===== src/rtl/shxfp_pkg.sv =====
`timescale 1ns / 1ps
// ----------------------------------------------------------------------------
// shxfp_pkg
// Types and constants of the sync header xor frame parser.
// ----------------------------------------------------------------------------
package shxfp_pkg;

  localparam logic [7:0] SYNC_FIRST     = 8'h55;
  localparam logic [7:0] SYNC_SECOND    = 8'hAA;
  localparam logic [7:0] CMD_CONFIG     = 8'hFF;
  localparam logic [7:0] CONFIG_MIN_LEN = 8'd3;
  localparam int unsigned NUM_REPORTS   = 4;

  localparam logic [5:0] GAMEPAD_SIZE_RST  = 6'd63;
  localparam logic [5:0] KEYBOARD_SIZE_RST = 6'd8;
  localparam logic [5:0] MOUSE_SIZE_RST    = 6'd5;
  localparam logic [5:0] TOUCH_SIZE_RST    = 6'd6;

  typedef enum logic [1:0] {
    REG_GAMEPAD_SIZE  = 2'd0,
    REG_KEYBOARD_SIZE = 2'd1,
    REG_MOUSE_SIZE    = 2'd2,
    REG_TOUCH_SIZE    = 2'd3
  } cfg_reg_t;

  typedef enum logic [4:0] {
    PH_SYNC1   = 5'b00001,
    PH_SYNC2   = 5'b00010,
    PH_LEN     = 5'b00100,
    PH_PAYLOAD = 5'b01000,
    PH_CHECK   = 5'b10000
  } phase_t;

  typedef enum logic [2:0] {
    VERD_REPORT_OK    = 3'd0,
    VERD_CONFIG_OK    = 3'd1,
    VERD_CONFIG_SHORT = 3'd2,
    VERD_LENGTH_WRONG = 3'd3,
    VERD_UNKNOWN_CMD  = 3'd4,
    VERD_CHECKSUM_ERR = 3'd5
  } verdict_t;

  typedef enum logic {
    KIND_PAYLOAD = 1'b0,
    KIND_VERDICT = 1'b1
  } out_kind_t;

endpackage


===== src/rtl/shxfp_in_if.sv =====
`timescale 1ns / 1ps
// ----------------------------------------------------------------------------
// shxfp_in_if
// Received byte channel: valid, ready and one byte per item.
// ----------------------------------------------------------------------------
interface shxfp_in_if;
  logic       valid;
  logic       ready;
  logic [7:0] rx_byte;

  modport source (output valid, output rx_byte, input ready);
  modport sink (input valid, input rx_byte, output ready);
endinterface


===== src/rtl/shxfp_out_if.sv =====
`timescale 1ns / 1ps
// ----------------------------------------------------------------------------
// shxfp_out_if
// Result channel: payload bytes passed on and end-of-frame verdicts.
// ----------------------------------------------------------------------------
interface shxfp_out_if;
  logic       valid;
  logic       ready;
  logic       out_kind;
  logic [7:0] data_byte;
  logic [7:0] byte_index;
  logic [2:0] verdict;
  logic [7:0] command;
  logic [7:0] frame_length;

  modport source (
    output valid, output out_kind, output data_byte, output byte_index,
    output verdict, output command, output frame_length, input ready
  );
  modport sink (
    input valid, input out_kind, input data_byte, input byte_index,
    input verdict, input command, input frame_length, output ready
  );
endinterface


===== src/rtl/sync_header_xor_frame_parser.sv =====
`timescale 1ns / 1ps
// ----------------------------------------------------------------------------
// sync_header_xor_frame_parser
// Hunts for the 0x55 0xAA sync pair, reads a length byte, passes payload
// bytes on with their index and gives one verdict at the checksum byte.
// A result is registered and is on the output in the cycle after its item is accepted.
// Throughput: one item per cycle; the output register holds a result while
// the next item is taken whenever the sink takes the current one.
// Reset: synchronous, active low; phase returns to sync hunt, frame state
// clears and the report size registers take their defaults.
// ----------------------------------------------------------------------------
module sync_header_xor_frame_parser
  import shxfp_pkg::*;
(
  input  logic        clk,
  input  logic        rst_n,
  shxfp_in_if.sink    in_ch,
  shxfp_out_if.source out_ch,
  input  logic        cfg_we,
  input  logic [1:0]  cfg_index,
  input  logic [5:0]  cfg_data
);

  logic [5:0] report_size_r [NUM_REPORTS];

  phase_t     phase_r, phase_nxt;
  logic [7:0] expected_length_r, expected_length_nxt;
  logic [7:0] payload_index_r, payload_index_nxt;
  logic [7:0] running_xor_r, running_xor_nxt;
  logic [7:0] frame_command_r, frame_command_nxt;

  logic       out_valid_r, out_valid_nxt;
  logic       out_kind_r, out_kind_nxt;
  logic [7:0] data_byte_r, data_byte_nxt;
  logic [7:0] byte_index_r, byte_index_nxt;
  verdict_t   verdict_r, verdict_nxt;
  logic [7:0] command_r, command_nxt;
  logic [7:0] frame_length_r, frame_length_nxt;

  logic       accept;
  logic       has_result;
  logic [7:0] rx;
  logic [7:0] idx_inc;
  logic [7:0] cmd_cur;
  logic [7:0] want_len;
  verdict_t   judged;

  assign in_ch.ready = !out_valid_r || out_ch.ready;
  assign accept      = in_ch.valid && in_ch.ready;
  assign rx          = in_ch.rx_byte;
  assign idx_inc     = payload_index_r + 8'd1;
  assign cmd_cur     = (payload_index_r == 8'd0) ? rx : frame_command_r;
  assign want_len    = {2'b00, report_size_r[frame_command_r[1:0]]} + 8'd1;

  always_comb begin
    if (rx != running_xor_r) begin
      judged = VERD_CHECKSUM_ERR;
    end else if (frame_command_r == CMD_CONFIG) begin
      judged = (expected_length_r < CONFIG_MIN_LEN) ? VERD_CONFIG_SHORT : VERD_CONFIG_OK;
    end else if (frame_command_r[7:2] == 6'd0) begin
      judged = (expected_length_r == want_len) ? VERD_REPORT_OK : VERD_LENGTH_WRONG;
    end else begin
      judged = VERD_UNKNOWN_CMD;
    end
  end

  always_comb begin
    phase_nxt           = phase_r;
    expected_length_nxt = expected_length_r;
    payload_index_nxt   = payload_index_r;
    running_xor_nxt     = running_xor_r;
    frame_command_nxt   = frame_command_r;
    has_result          = 1'b0;
    out_kind_nxt        = KIND_PAYLOAD;
    data_byte_nxt       = 8'd0;
    byte_index_nxt      = 8'd0;
    verdict_nxt         = VERD_REPORT_OK;
    command_nxt         = frame_command_r;
    frame_length_nxt    = expected_length_r;
    case (phase_r)
      PH_SYNC2: begin
        phase_nxt = (rx == SYNC_SECOND) ? PH_LEN : PH_SYNC1;
      end
      PH_LEN: begin
        expected_length_nxt = rx;
        if (rx != 8'd0) begin
          running_xor_nxt   = rx;
          payload_index_nxt = 8'd0;
          phase_nxt         = PH_PAYLOAD;
        end else begin
          phase_nxt = PH_SYNC1;
        end
      end
      PH_PAYLOAD: begin
        frame_command_nxt = cmd_cur;
        has_result        = 1'b1;
        data_byte_nxt     = rx;
        byte_index_nxt    = payload_index_r;
        command_nxt       = cmd_cur;
        running_xor_nxt   = running_xor_r ^ rx;
        payload_index_nxt = idx_inc;
        if (idx_inc >= expected_length_r) begin
          phase_nxt = PH_CHECK;
        end
      end
      PH_CHECK: begin
        has_result   = 1'b1;
        out_kind_nxt = KIND_VERDICT;
        verdict_nxt  = judged;
        phase_nxt    = PH_SYNC1;
      end
      default: begin
        phase_nxt = (rx == SYNC_FIRST) ? PH_SYNC2 : PH_SYNC1;
      end
    endcase
  end

  always_comb begin
    if (accept) begin
      out_valid_nxt = has_result;
    end else if (out_ch.ready) begin
      out_valid_nxt = 1'b0;
    end else begin
      out_valid_nxt = out_valid_r;
    end
  end

  always_ff @(posedge clk) begin
    if (!rst_n) begin
      phase_r           <= PH_SYNC1;
      expected_length_r <= 8'd0;
      payload_index_r   <= 8'd0;
      running_xor_r     <= 8'd0;
      frame_command_r   <= 8'd0;
      out_valid_r       <= 1'b0;
    end else begin
      out_valid_r <= out_valid_nxt;
      if (accept) begin
        phase_r           <= phase_nxt;
        expected_length_r <= expected_length_nxt;
        payload_index_r   <= payload_index_nxt;
        running_xor_r     <= running_xor_nxt;
        frame_command_r   <= frame_command_nxt;
      end
    end
  end

  always_ff @(posedge clk) begin
    if (!rst_n) begin
      report_size_r[REG_GAMEPAD_SIZE]  <= GAMEPAD_SIZE_RST;
      report_size_r[REG_KEYBOARD_SIZE] <= KEYBOARD_SIZE_RST;
      report_size_r[REG_MOUSE_SIZE]    <= MOUSE_SIZE_RST;
      report_size_r[REG_TOUCH_SIZE]    <= TOUCH_SIZE_RST;
    end else if (cfg_we) begin
      report_size_r[cfg_index] <= cfg_data;
    end
  end

  // result payload, loaded with each item that produces one
  always_ff @(posedge clk) begin
    if (accept && has_result) begin
      out_kind_r     <= out_kind_nxt;
      data_byte_r    <= data_byte_nxt;
      byte_index_r   <= byte_index_nxt;
      verdict_r      <= verdict_nxt;
      command_r      <= command_nxt;
      frame_length_r <= frame_length_nxt;
    end
  end

  assign out_ch.valid        = out_valid_r;
  assign out_ch.out_kind     = out_kind_r;
  assign out_ch.data_byte    = data_byte_r;
  assign out_ch.byte_index   = byte_index_r;
  assign out_ch.verdict      = verdict_r;
  assign out_ch.command      = command_r;
  assign out_ch.frame_length = frame_length_r;

endmodule

===== src/flat_wrapper.sv =====
// flat-port wrapper written by rule: the top's interface ports become plain ports
module sync_header_xor_frame_parser_flat import shxfp_pkg::*;
  (clk, rst_n, cfg_we, cfg_index, cfg_data, in_ch_valid, in_ch_rx_byte, in_ch_ready, out_ch_valid, out_ch_out_kind, out_ch_data_byte, out_ch_byte_index, out_ch_verdict, out_ch_command, out_ch_frame_length, out_ch_ready);
  shxfp_in_if in_ch_i ();
  shxfp_out_if out_ch_i ();
  input  logic clk;
  input  logic rst_n;
  input  logic cfg_we;
  input  logic [1:0] cfg_index;
  input  logic [5:0] cfg_data;
  input wire logic [$bits(in_ch_i.valid)-1:0] in_ch_valid;
  input wire logic [$bits(in_ch_i.rx_byte)-1:0] in_ch_rx_byte;
  output wire logic [$bits(in_ch_i.ready)-1:0] in_ch_ready;
  output wire logic [$bits(out_ch_i.valid)-1:0] out_ch_valid;
  output wire logic [$bits(out_ch_i.out_kind)-1:0] out_ch_out_kind;
  output wire logic [$bits(out_ch_i.data_byte)-1:0] out_ch_data_byte;
  output wire logic [$bits(out_ch_i.byte_index)-1:0] out_ch_byte_index;
  output wire logic [$bits(out_ch_i.verdict)-1:0] out_ch_verdict;
  output wire logic [$bits(out_ch_i.command)-1:0] out_ch_command;
  output wire logic [$bits(out_ch_i.frame_length)-1:0] out_ch_frame_length;
  input wire logic [$bits(out_ch_i.ready)-1:0] out_ch_ready;
  assign in_ch_i.valid = in_ch_valid;
  assign in_ch_i.rx_byte = in_ch_rx_byte;
  assign in_ch_ready = in_ch_i.ready;
  assign out_ch_valid = out_ch_i.valid;
  assign out_ch_out_kind = out_ch_i.out_kind;
  assign out_ch_data_byte = out_ch_i.data_byte;
  assign out_ch_byte_index = out_ch_i.byte_index;
  assign out_ch_verdict = out_ch_i.verdict;
  assign out_ch_command = out_ch_i.command;
  assign out_ch_frame_length = out_ch_i.frame_length;
  assign out_ch_i.ready = out_ch_ready;
  sync_header_xor_frame_parser u_core (.clk(clk), .rst_n(rst_n), .in_ch(in_ch_i), .out_ch(out_ch_i), .cfg_we(cfg_we), .cfg_index(cfg_index), .cfg_data(cfg_data));
endmodule

===== config.mk =====
export PLATFORM = sky130hd
export DESIGN_NAME = sync_header_xor_frame_parser_flat
export DESIGN_NICKNAME = d
export VERILOG_FILES = /design/src/rtl/shxfp_pkg.sv /design/src/rtl/shxfp_in_if.sv /design/src/rtl/shxfp_out_if.sv /design/src/rtl/sync_header_xor_frame_parser.sv /design/src/flat_wrapper.sv
export SDC_FILE = /design/constraint.sdc
export NUM_CORES = 1
export LEC_CHECK = 0
export BUFFER_PORTS_ARGS = -buffer_cell sky130_fd_sc_hd__clkbuf_2
export CAP_MARGIN = 20
export CORE_UTILIZATION = 62
export DETAILED_ROUTE_END_ITERATION = 6
export PLACE_DENSITY = 0.85
export SETUP_SLACK_MARGIN = 0.2
export SLEW_MARGIN = 20
export SYNTH_ARGS = -nofsm -noshare
export SYNTH_HDL_FRONTEND = slang
export SYNTH_SLANG_ARGS = --single-unit
export TNS_END_PERCENT = 50

===== constraint.sdc =====
create_clock -name clk -period 11.5 [get_ports clk]
set_clock_uncertainty 0.2 [all_clocks]
set_input_delay 1.15 -clock clk [delete_from_list [all_inputs] [get_ports clk]]
set_output_delay 1.15 -clock clk [all_outputs]
set_load 0.05 [all_outputs]

==> impl_metrics.sql <==
INSERT INTO impl_metrics (metric_group, metric, value, unit) VALUES
('yosys', 'synth-async-reset-ratio', '0', ''),
('yosys', 'synth_edf_count', '60', ''),
('final_layout', 'num_antenna_cells', '0', ''),
('floorplan', 'fp-row-count', '31', ''),
('floorplan', 'design.portCount', '59', ''),
('worst_setup_path', 'critical_path.max_fanout', '28', ''),
('worst_setup_path', 'rr_endpoint', 'u_core.out_ch.verdict[1]', ''),
('worst_setup_path', 'timing.critical_path.slowest_cell_delay', '0.65', 'ns'),
('clock_network', 'tritoncts_num_sinks', '100', ''),
('routing', 'route.detailed.wl_per_inst', '16.9', 'um'),
('final_layout', 'synthToLayoutAreaGrowth', '12.0', '%'),
('sta', 'timing.final.crit_share', '0.277', ''),
('sta', 'final_max_slew_viol_count', '0', ''),
('worst_setup_path', 'critical_path.top_delay_family', 'simple AND/OR/NAND/NOR gates', ''),
('yosys', 'synth_compound_area_frac', '0.0930', ''),
('min_path', 'hold_end', 'u_core.out_ch.frame_length[7]', ''),
('sta', 'setup_tns', '0', 'ns'),
('sta', 'timing.final.hold_violations', '0', ''),
('floorplan', 'die_width', '90.3', 'um'),
('sta', 'timing.final.setup_violations', '0', ''),
('yosys', 'ys_seq_area_frac', '0.539', ''),
('floorplan', 'coreArea', '7410', 'um^2'),
('final_layout', 'layout.cell_area.non_filler', '5410', 'um^2'),
('sta', 'slew-limit-headroom', '0.298', ''),
('worst_setup_path', 'timing.critical_path.to_type', 'flip-flop', ''),
('yosys', 'yosys.area.top_type_share', '0.373', ''),
('status', 'run_status', 'completed', ''),
('routing', 'via_per_inst', '5.88', ''),
('clock_network', 'total_clock_buffers_created_by_cts', '9', ''),
('clock_network', 'post_cts_hold_buffer_count', '0', ''),
('yosys', 'netlist.top_cell.by_area', 'sky130_fd_sc_hd__edfxtp_1', ''),
('place', 'place_hpwl', '6980', 'um'),
('floorplan', 'fp.dieH', '90.3', 'um'),
('worst_setup_path', 'worst_endpoint_data_arrival_time', '3.28', 'ns'),
('worst_setup_path', 'slowest_stage', 'sky130_fd_sc_hd__and2_1', ''),
('clock_network', 'ctsRootBufferMaster', 'sky130_fd_sc_hd__clkbuf_8', ''),
('sta', 'worst_slew_pin_slew', '1.05', 'ns'),
('yosys', 'synthMuxAreaShare', '0.0490', ''),
('clock_network', 'cts_buffer_depth', '2', ''),
('place', 'post_dp_cell_area', '5160', 'um^2'),
('min_path', 'holdCritStartpoint', 'u_core.expected_length_r[7]', ''),
('clock_network', 'worst_skew_pair.late_latency', '0.36', 'ns'),
('sta', 'grt_setup_unrepaired', 'no', ''),
('grt', 'grt-ovfl-total', '0', ''),
('power', 'peakVddDrop', '0.0000784', 'V'),
('yosys', 'synth_area_per_cell', '10.4', 'um^2'),
('yosys', 'yosys_warnings', '0', ''),
('grt', 'number_of_antenna_violations_at_the_first_check_in_global_routing', '0', ''),
('routing', 'route.detailed.drc', '0', ''),
('yosys', 'post_synth_inst_count', '465', ''),
('clock_network', 'cts_tree', 'done', ''),
('yosys', 'dominantRegCellSynth', 'sky130_fd_sc_hd__edfxtp_1', ''),
('routing', 'vias', '3622', ''),
('min_path', 'whs_path_depth', '0', ''),
('yosys', 'synth_simple_gate_area_frac', '0.215', ''),
('yosys', 'synth_top_family_by_area', 'simple AND/OR/NAND/NOR gates', ''),
('grt', 'grt_pass1_wl', '16800', 'um'),
('place', 'io_buffers', '58', ''),
('worst_setup_path', 'path_cells', 'clkbuf_2 -> nand2b_1 -> and2_1 -> nand3_2 -> nor2_1 -> nand3b_1 -> a21oi_1', ''),
('routing', 'totalWireLength', '10400', 'um'),
('power', 'power-per-cell-area', '127', 'nW/um^2'),
('worst_setup_path', 'setup_crit_start_kind', 'primary input', ''),
('worst_setup_path', 'crit_type', 'primary input to flip-flop', ''),
('yosys', 'syn-num-nets', '497', ''),
('clock_network', 'cts_htree_levels', '3', ''),
('routing', 'ant_nets', '0', ''),
('routing', 'drt_first_pass_iters', '5', ''),
('sta', 'achievable-frequency', '0.314', 'GHz'),
('min_path', 'worstHoldPathType', 'flip-flop to flip-flop', ''),
('yosys', 'netlist-cell-type-count', '48', ''),
('grt', 'maximum_number_of_pins_on_one_net_before_global_route_repair', '38', '');
[synthesized netlist by cell type (2+ instances only)]
cell and number:
sky130_fd_sc_hd__a21boi_0 2, sky130_fd_sc_hd__a21o_1 5, sky130_fd_sc_hd__a21oi_1 34, sky130_fd_sc_hd__and2_1 24, sky130_fd_sc_hd__and3_1 7, sky130_fd_sc_hd__buf_1 3
sky130_fd_sc_hd__buf_2 5, sky130_fd_sc_hd__clkbuf_1 16, sky130_fd_sc_hd__dfxtp_1 40, sky130_fd_sc_hd__edfxtp_1 60, sky130_fd_sc_hd__ha_1 11, sky130_fd_sc_hd__inv_1 12
sky130_fd_sc_hd__mux2_2 8, sky130_fd_sc_hd__mux4_1 3, sky130_fd_sc_hd__mux4_2 3, sky130_fd_sc_hd__nand2_1 40, sky130_fd_sc_hd__nand2b_1 15, sky130_fd_sc_hd__nand3_1 21
sky130_fd_sc_hd__nand3_2 2, sky130_fd_sc_hd__nand3b_1 3, sky130_fd_sc_hd__nand4_1 8, sky130_fd_sc_hd__nor2_1 46, sky130_fd_sc_hd__nor3_1 14, sky130_fd_sc_hd__nor3b_1 5
sky130_fd_sc_hd__nor4_1 5, sky130_fd_sc_hd__nor4b_1 3, sky130_fd_sc_hd__o21a_1 2, sky130_fd_sc_hd__o21ai_0 24, sky130_fd_sc_hd__or2_2 4, sky130_fd_sc_hd__or4_1 2
sky130_fd_sc_hd__xnor2_1 8, sky130_fd_sc_hd__xor2_1 14
[kinds of logic after synthesis]
group | after synthesis
adders and majority gates | 11
xor gates and xnor gates | 23
DFF | 100
muxes | 14
and+or+nand+nor | 202
AOI/OAI and AO/OA | 77
buffers and inverters | 38
[how the worst max path moves through the flow]
stage	to	slack (ns)	startpoint
global route	u_core.payload_index_r[5]	8.02	out_ch_ready
detailed placement	u_core.payload_index_r[5]	8.02	out_ch_ready
CTS	u_core.out_ch.data_byte[0]	8.24	u_core.phase_r[0]
global placement	u_core.payload_index_r[4]	8.12	out_ch_ready
floorplan	u_core.out_ch.byte_index[0]	7.21	out_ch_ready
finish	u_core.payload_index_r[5]	8.31	out_ch_ready
[cell usage in the layout, fill, tap and decap left out, types with 2 or more instances in the layout]
cell type	Yosys	final
sky130_fd_sc_hd__nand3_2	2	2
sky130_fd_sc_hd__and2_1	24	24
sky130_fd_sc_hd__nor4b_1	3	3
sky130_fd_sc_hd__nand2b_1	15	15
sky130_fd_sc_hd__xnor2_1	8	8
sky130_fd_sc_hd__nor3_1	14	14
sky130_fd_sc_hd__inv_1	12	12
sky130_fd_sc_hd__bufinv_16	0	2
sky130_fd_sc_hd__nor4_1	5	5
sky130_fd_sc_hd__mux2_2	8	8
sky130_fd_sc_hd__nand2_1	40	40
sky130_fd_sc_hd__nand3b_1	3	3
sky130_fd_sc_hd__dfxtp_1	40	40
sky130_fd_sc_hd__or2_2	4	4
sky130_fd_sc_hd__mux4_2	3	3
sky130_fd_sc_hd__a21boi_0	2	2
sky130_fd_sc_hd__nor3b_1	5	5
sky130_fd_sc_hd__clkbuf_8	0	10
sky130_fd_sc_hd__and3_1	7	7
sky130_fd_sc_hd__o21ai_0	24	24
sky130_fd_sc_hd__a21oi_1	34	33
sky130_fd_sc_hd__xor2_1	14	14
sky130_fd_sc_hd__nand3_1	21	21
sky130_fd_sc_hd__nand4_1	8	8
sky130_fd_sc_hd__ha_1	11	11
sky130_fd_sc_hd__nor2_1	46	46
sky130_fd_sc_hd__a21o_1	5	5
sky130_fd_sc_hd__clkbuf_2	0	58
sky130_fd_sc_hd__edfxtp_1	60	60
sky130_fd_sc_hd__buf_4	0	2
sky130_fd_sc_hd__mux4_1	3	3
sky130_fd_sc_hd__or4_1	2	2
sky130_fd_sc_hd__clkinv_1	0	2
sky130_fd_sc_hd__o21a_1	2	2
[stage by stage]
step / worst slack [ns] / hold slack (ns) / std cells / utilization / total power, mW
after global routing: 8.02 / 0.313 / 616 / 0.730 / 0.706
final: 8.31 / 0.289 / 616 / 0.730 / 0.685
after CTS: 8.24 / 0.283 / 615 / 0.726 / 0.686
after global placement: 8.12 / 0.264 / 599 / 0.697 / 0.446
after floorplan: 7.21 / 0.230 / 465 / - / 0.434
after detailed placement: 8.02 / 0.263 / 599 / 0.697 / 0.448
[final cells by class]
cell class / count / area (um^2)
clock inverter: 5 / 76.3
sequential: 100 / 2600
inverter: 13 / 48.8
tap: 99 / 124
clock buffer: 11 / 141
fill: 498 / 2000
multi-input combinational: 327 / 2080
timing repair buffer: 61 / 333
[worst reg2reg max path, cell delays in order, from the launching register on]
cell	delay (ns)
sky130_fd_sc_hd__dfxtp_1	0.56
sky130_fd_sc_hd__mux4_2	0.65
sky130_fd_sc_hd__ha_1	0.30
sky130_fd_sc_hd__xor2_1	0.17
sky130_fd_sc_hd__xnor2_1	0.14
sky130_fd_sc_hd__nand3_1	0.12
sky130_fd_sc_hd__nor4b_1	0.25
sky130_fd_sc_hd__a22oi_1	0.16
sky130_fd_sc_hd__nor3_1	0.22
sky130_fd_sc_hd__nor4b_1	0.08
[flip-flops by register name, indices dropped and copies added (netlist names), 8 cells and up, named ones only]
name	flops
u_core.out_ch.frame_length	8
u_core.out_ch.byte_index	8
u_core.frame_command_r	8
u_core.out_ch.data_byte	8
u_core.payload_index_r	8
u_core.expected_length_r	8
u_core.report_size_r	24
u_core.running_xor_r	8
u_core.out_ch.command	8
[power breakdown]
| part | switching, mW | total [mW] | internal (mW) | leakage, nW |
|---|---|---|---|---|
| logic | 0.0298 | 0.0500 | 0.0201 | 1.03 |
| clock network | 0.116 | 0.244 | 0.128 | 0.109 |
| registers | 0.00468 | 0.391 | 0.386 | 0.893 |
[per-layer routing]
layer,track usage,vias up,routed length [um]
met2,0.434,158,5020
li1,-,1751,-
met4,0.142,0,247
met1,0.338,1690,4490
met3,0.0379,23,638
met5,0,-,0
(Power assumes the default switching activity.)
